<file path="config.mk">
export PLATFORM = sky130hd
export DESIGN_NAME = sorted_priority_queue
export DESIGN_NICKNAME = d
export VERILOG_FILES = /design/src/hdl/spq_pkg.sv /design/src/hdl/spq_cell.sv /design/src/hdl/sorted_priority_queue.sv
export SDC_FILE = /design/constraint.sdc
export NUM_CORES = 1
export LEC_CHECK = 0
export ABC_AREA = 1
export BUFFER_PORTS_ARGS = -buffer_cell sky130_fd_sc_hd__buf_2
export CORE_MARGIN = 3
export CORE_UTILIZATION = 33
export DETAILED_ROUTE_END_ITERATION = 7
export SLEW_MARGIN = 0
export SYNTH_ARGS = -nofsm -noshare
export SYNTH_HDL_FRONTEND = slang
export SYNTH_SLANG_ARGS = --single-unit
</file>
<file path="constraint.sdc">
create_clock -name i_clk -period 6 [get_ports i_clk]
set_clock_uncertainty 0.1 [all_clocks]
set_input_delay 0.3 -clock i_clk [delete_from_list [all_inputs] [get_ports i_clk]]
set_output_delay 0.3 -clock i_clk [all_outputs]
set_load 0.05 [all_outputs]
</file>
<file path="src/hdl/spq_pkg.sv">
`default_nettype none
package spq_pkg;

    localparam int DEPTH = 16;
    localparam int CNT_W = $clog2(DEPTH + 1);

    localparam logic CMD_PUSH = 1'b0;
    localparam logic CMD_POP  = 1'b1;

    typedef struct packed {
        logic        command;
        logic [15:0] key;
        logic [15:0] payload;
    } t_in_item;

    typedef struct packed {
        logic [15:0] head_key;
        logic [15:0] head_payload;
        logic        is_empty;
        logic [4:0]  entry_count;
        logic        push_dropped;
    } t_out_item;

    // one stored entry as seen by a neighbor
    typedef struct packed {
        logic        valid;
        logic        place;   // valid key greater than incoming key, or free
        logic [15:0] key;
        logic [15:0] payload;
    } t_entry;

    // operation broadcast to every cell
    typedef struct packed {
        logic        push;
        logic        pop;
        logic [15:0] key;
        logic [15:0] payload;
    } t_cell_ctl;

    function automatic logic [4:0] count_field(input logic [CNT_W-1:0] c);
        logic [31:0] w;
        w = 32'(c);
        return w[4:0];
    endfunction

endpackage
`default_nettype wire

</file>
<file path="src/hdl/spq_cell.sv">
`default_nettype none
module spq_cell
    import spq_pkg::*;
(
    input  wire logic      i_clk,
    input  wire logic      i_rst_n,
    input  wire t_cell_ctl i_ctl,
    input  wire t_entry    i_prev,
    input  wire t_entry    i_next,
    output t_entry         o_self
);

    logic        r_valid;
    logic [15:0] r_key;
    logic [15:0] r_payload;
    logic        place;
    logic        take_prev;
    logic        take_new;

    // sorted order makes place monotonic along the chain
    assign place     = !r_valid || (r_key > i_ctl.key);
    assign take_prev = i_ctl.push && i_prev.place && i_prev.valid;
    assign take_new  = i_ctl.push && place && !i_prev.place;

    always_ff @(posedge i_clk) begin
        if (!i_rst_n) begin
            r_valid <= 1'b0;
        end else if (i_ctl.pop) begin
            r_valid <= i_next.valid;
        end else if (take_prev) begin
            r_valid <= 1'b1;
        end else if (take_new) begin
            r_valid <= 1'b1;
        end
    end

    always_ff @(posedge i_clk) begin
        if (i_ctl.pop) begin
            r_key     <= i_next.key;
            r_payload <= i_next.payload;
        end else if (take_prev) begin
            r_key     <= i_prev.key;
            r_payload <= i_prev.payload;
        end else if (take_new) begin
            r_key     <= i_ctl.key;
            r_payload <= i_ctl.payload;
        end
    end

    assign o_self = '{valid: r_valid, place: place, key: r_key, payload: r_payload};

endmodule
`default_nettype wire

</file>
<file path="src/hdl/sorted_priority_queue.sv">
// Result: o_done is registered from the command transfer and rises in the cycle after it.
// Throughput: one command per cycle; start is taken every cycle, busy stays low,
// set by the compare-and-shift step of each cell in the chain.
// The receiver cannot stall: each result shows for exactly one cycle.
// Reset (synchronous, active low) empties the queue; entry contents are not cleared.
`default_nettype none
module sorted_priority_queue
    import spq_pkg::*;
(
    input  wire logic     i_clk,
    input  wire logic     i_rst_n,
    input  wire logic     start,
    input  wire t_in_item i_cmd,
    output logic          busy,
    output logic          o_done,
    output t_out_item     o_res
);

    t_entry      cells [DEPTH];
    t_entry      prev_in [DEPTH];
    t_entry      next_in [DEPTH];
    t_cell_ctl   ctl;
    logic        accept;
    logic        full;
    logic        r_done;
    logic        r_dropped;
    logic [CNT_W-1:0] r_count;

    assign busy   = 1'b0;
    assign accept = start && !busy;
    assign full   = cells[DEPTH-1].valid;

    always_comb begin
        ctl.push    = accept && (i_cmd.command == CMD_PUSH) && !full;
        ctl.pop     = accept && (i_cmd.command == CMD_POP);
        ctl.key     = i_cmd.key;
        ctl.payload = i_cmd.payload;
    end

    for (genvar g = 0; g < DEPTH; g++) begin : g_cell
        if (g == 0) begin : g_first
            assign prev_in[g] = '0;
        end else begin : g_mid
            assign prev_in[g] = cells[g-1];
        end
        if (g == DEPTH - 1) begin : g_last
            assign next_in[g] = '0;
        end else begin : g_body
            assign next_in[g] = cells[g+1];
        end

        spq_cell u_cell (
            .i_clk   (i_clk),
            .i_rst_n (i_rst_n),
            .i_ctl   (ctl),
            .i_prev  (prev_in[g]),
            .i_next  (next_in[g]),
            .o_self  (cells[g])
        );
    end

    always_ff @(posedge i_clk) begin
        if (!i_rst_n) begin
            r_done    <= 1'b0;
            r_dropped <= 1'b0;
            r_count   <= '0;
        end else begin
            r_done    <= accept;
            r_dropped <= accept && (i_cmd.command == CMD_PUSH) && full;
            if (ctl.push) begin
                r_count <= r_count + CNT_W'(1);
            end else if (ctl.pop && (r_count != '0)) begin
                r_count <= r_count - CNT_W'(1);
            end
        end
    end

    // head cell already holds the state after the last transfer
    always_comb begin
        o_res.head_key     = cells[0].valid ? cells[0].key : 16'd0;
        o_res.head_payload = cells[0].valid ? cells[0].payload : 16'd0;
        o_res.is_empty     = !cells[0].valid;
        o_res.entry_count  = count_field(r_count);
        o_res.push_dropped = r_dropped;
    end

    assign o_done = r_done;

endmodule
`default_nettype wire

</file>
==> flow_metrics.py <==
metrics = {
    "floorplanning": {
        "io_pins": 77,
        "initial_utilization_pct": 33.3,
        "rows": 117,
        "die_area_um2": 107000,
        "die_w_um": 327,
        "core_area_um2": 102000,
        "die_y_um": 327,
    },
    "critical_path": {
        "cp_slowest_stage_delay_ns": 0.70,
        "cp.depth": 18,
        "r2r_slack_ns": 2.65,
        "endpoint": "g_cell[7].u_cell.r_key[5]$_DFFE_PP_",
        "worstSetupStartpoint": "i_cmd[19]",
        "path_buf_inv": 6,
        "endpoint_kind": "register",
        "timing_worst_setup_path_type": "in -> reg",
        "r2r_end": "g_cell[15].u_cell.r_key[15]$_SDFFE_PP0P_",
        "arrival_ns": 4.22,
        "critPathSlowestCell": "inv_2",
        "crit_chain": "dlygate4sd3_1 -> buf_2 -> inv_1 -> buf_4 -> ha_1 -> nand2_1 -> inv_1 -> nand2_1 -> nand2_1 -> nand2_1 -> nand2_1 -> nand2_1 -> nand2_1 -> nand4_4 -> inv_2 -> nand2_1 -> nand3_1 -> o21ai_0",
        "cp.required_ns": 6.22,
        "r2r_cells": 10,
        "reg2reg_from": "g_cell[14].u_cell.r_key[15]$_DFFE_PP_",
        "cp_common_cell": "nand2_1",
        "setup.worst_path.start_class": "primary input",
        "crit_path_max_fanout": 34,
        "path_delay_family": "buffers and inverters",
    },
    "grt": {
        "first_global_vias": 26600,
        "antenna_found_initial": 3,
        "grt_max_degree": 156,
        "grt_pass1_wl_um": 149000,
        "grt_remaining_overflow": 0,
        "grt_usage_pct": 17.3,
    },
    "finish": {
        "fin_area_um2": 37800,
        "nets": 4613,
        "register_area_um2": 15500,
        "multi_input_area_um2": 15000,
        "area_growth_pct": 11.2,
        "drive_above_1_share_pct": 5.75,
        "nFillCells": 10600,
    },
    "route": {
        "wire_per_inst_um": 16.2,
        "drt_first_pass_iters": 5,
        "wl_um": 93400,
        "ant_nets": 0,
        "vias": 28000,
        "vias_per_cell": 4.87,
        "drt_iter0_drc": 2488,
        "drc_errors": 0,
    },
    "timing": {
        "rsz0062_at_grt": "no",
        "report.final.slew_viol_count": 0,
        "post-route-min-period_ns": 4.00,
        "worst_pin_slew_ns": 1.09,
        "setup_violations": 0,
        "period_share_pct": 66.7,
        "slew_headroom_pct": 27.5,
        "hold_viol_final": 0,
        "fin_tns_setup_ns": 0,
        "max_freq_ghz": 0.250,
    },
    "clock_tree": {
        "cts.sinks": 535,
        "cts.path.max_buffers": 3,
        "ctsResizeCount": 0,
        "h-tree-depth": 3,
        "clock_latency_ns": 0.62,
        "clk_pin_slew_worst_paths_ns": 0.06,
        "cts-buffers-inserted": 66,
        "cts_tree": "done",
        "clockRootBuffer": "clkbuf_16",
    },
    "synthesis": {
        "avgSynthCellArea_um2": 7.81,
        "synth-edff-count": 480,
        "ys_seq_area_share_pct": 45.6,
        "ys_ff_latch": 535,
        "synth_top_area_share_pct": 42.4,
        "synth_flop_cell": "edfxtp_1",
        "synth.cell_area_um2": 34000,
        "synth_cell_types": 36,
        "synth-async-reset-ratio_pct": 0,
        "synth_area_leader_cell": "edfxtp_1",
        "synth_cells": 4354,
        "synth.most_common_cell": "nand2_1",
        "synth_nets": 4634,
        "synth_area_leaders": "edfxtp_1 (42%), nand2_1 (15%), ha_1 (8.9%), inv_1 (7.0%), nand3_1 (6.3%)",
        "yosysWarnings": 0,
        "synth_common_cells": "nand2_1 (1,366), inv_1 (638), edfxtp_1 (480)",
    },
    "flow_run": {
        "max-cap-violations": 0,
    },
    "placed_design": {
        "globalplace.congestion": 0.839,
        "place_area_um2": 35500,
        "io_buffers": 75,
        "hpwl_um": 67300,
    },
    "outcome": {
        "status": "complete, no violations",
    },
    "power": {
        "ir_worst_vdd_uv": 177,
        "power_density_nw_per_um2": 263,
        "p_leak_nw": 17.7,
    },
    "hold_path": {
        "hold_path_class": "in -> reg",
    },
}
final cells by class:
class                           instances  area share [%]
Timing Repair Buffer                  159            2.96
Sequential cell                       535            41.1
Tap cell                             1368            4.53
Clock inverter                         18           0.394
Clock buffer                          100            4.90
Antenna cell                            4          0.0265
Inverter                              652            6.50
Multi-Input combinational cell       2919            39.6
layout by cell type (no fill, tap or decap), types with 67 or more instances in the layout:
cell type / instances
o21ai_1: 117
clkbuf_16: 67
nand3_1: 427
nor2_1: 87
ha_1: 243
a21oi_1: 168
inv_1: 637
buf_2: 75
o21ai_0: 407
edfxtp_1: 480
nand2_1: 1362
where the power goes:
group / switching, mW / internal [mW] / total (mW)
registers: 0.132 / 4.43 / 4.56
clock network: 1.63 / 2.18 / 3.81
logic: 1.09 / 0.496 / 1.59
worst min-delay path, stage by stage:
cell,delay (ns)
buf_2,0.18
nand2_1,0.07
o21ai_0,0.07
o21ai_1,0.06
inv_1,0.04
per-stage QoR:
| step | util [%] | hold slack, ns | total power, mW | setup slack [ns] | cells |
|---|---|---|---|---|---|
| floorplan | - | 0.278 | 5.74 | 1.34 | 4354 |
| global placement | 34.8 | 0.352 | 6.17 | 1.90 | 5608 |
| detailed placement | 34.8 | 0.356 | 6.21 | 1.92 | 5608 |
| CTS | 37.0 | 0.00923 | 10.0 | 2.00 | 5751 |
| global route | 37.0 | 0.0594 | 10.4 | 1.67 | 5753 |
| finish | 37.0 | 0.0427 | 9.96 | 2.00 | 5755 |
sequential cells by signal, indices dropped and copies added (netlist names):
| register | flops |
|---|---|
| o_done | 1 |
| g_cell.u_cell.r_payload | 256 |
| g_cell.u_cell.r_valid | 16 |
| r_count | 5 |
| g_cell.u_cell.r_key | 256 |
| r_dropped | 1 |
worst min-delay path by stage:
stage,from,endpoint,slack (ns),depth (start not counted)
2_1_floorplan,i_cmd[32],r_dropped$_SDFF_PN0_,0.28,1
3_3_place_gp,g_cell[15].u_cell.r_payload[6]$_SDFFE_PP0P_,g_cell[15].u_cell.r_payload[6]$_SDFFE_PP0P_,0.35,2
3_5_place_dp,g_cell[15].u_cell.r_payload[3]$_SDFFE_PP0P_,g_cell[15].u_cell.r_payload[3]$_SDFFE_PP0P_,0.36,2
4_1_cts,i_cmd[18],g_cell[15].u_cell.r_key[2]$_SDFFE_PP0P_,0.009,5
5_1_grt,i_cmd[8],g_cell[0].u_cell.r_payload[8]$_DFFE_PP_,0.06,3
6_report,i_cmd[22],g_cell[15].u_cell.r_key[6]$_SDFFE_PP0P_,0.04,5
per-layer routing:
layer  wire [um]  part of all wire [%]  GRT usage, %
met3        5810                   6.2          2.74
met1       44700                    48          24.6
met2       41300                    44          27.4
met4        1580                   1.7          4.18
met5           0                     0             0
what timing repair did:
| item | in CTS | in global routing |
|---|---|---|
| endpoints found under the setup margin | 0 | 0 |
| buffers inserted | 0 | 0 |
| endpoints found under the hold margin | 29 | 0 |
| hold buffers | 25 | 0 |
cells by family after synthesis:
logic type	after synthesis	synth area share [%]
xor gates and xnor gates	1	0.0258
buffers and inverters	900	10.3
and+or+nand+nor	1920	23.5
DFF	535	45.6
adders and majority gates	244	9.00
AOI/OAI and AO/OA	753	11.5
other	1	0.0110
No activity file was read; power rests on OpenSTA's default activity.
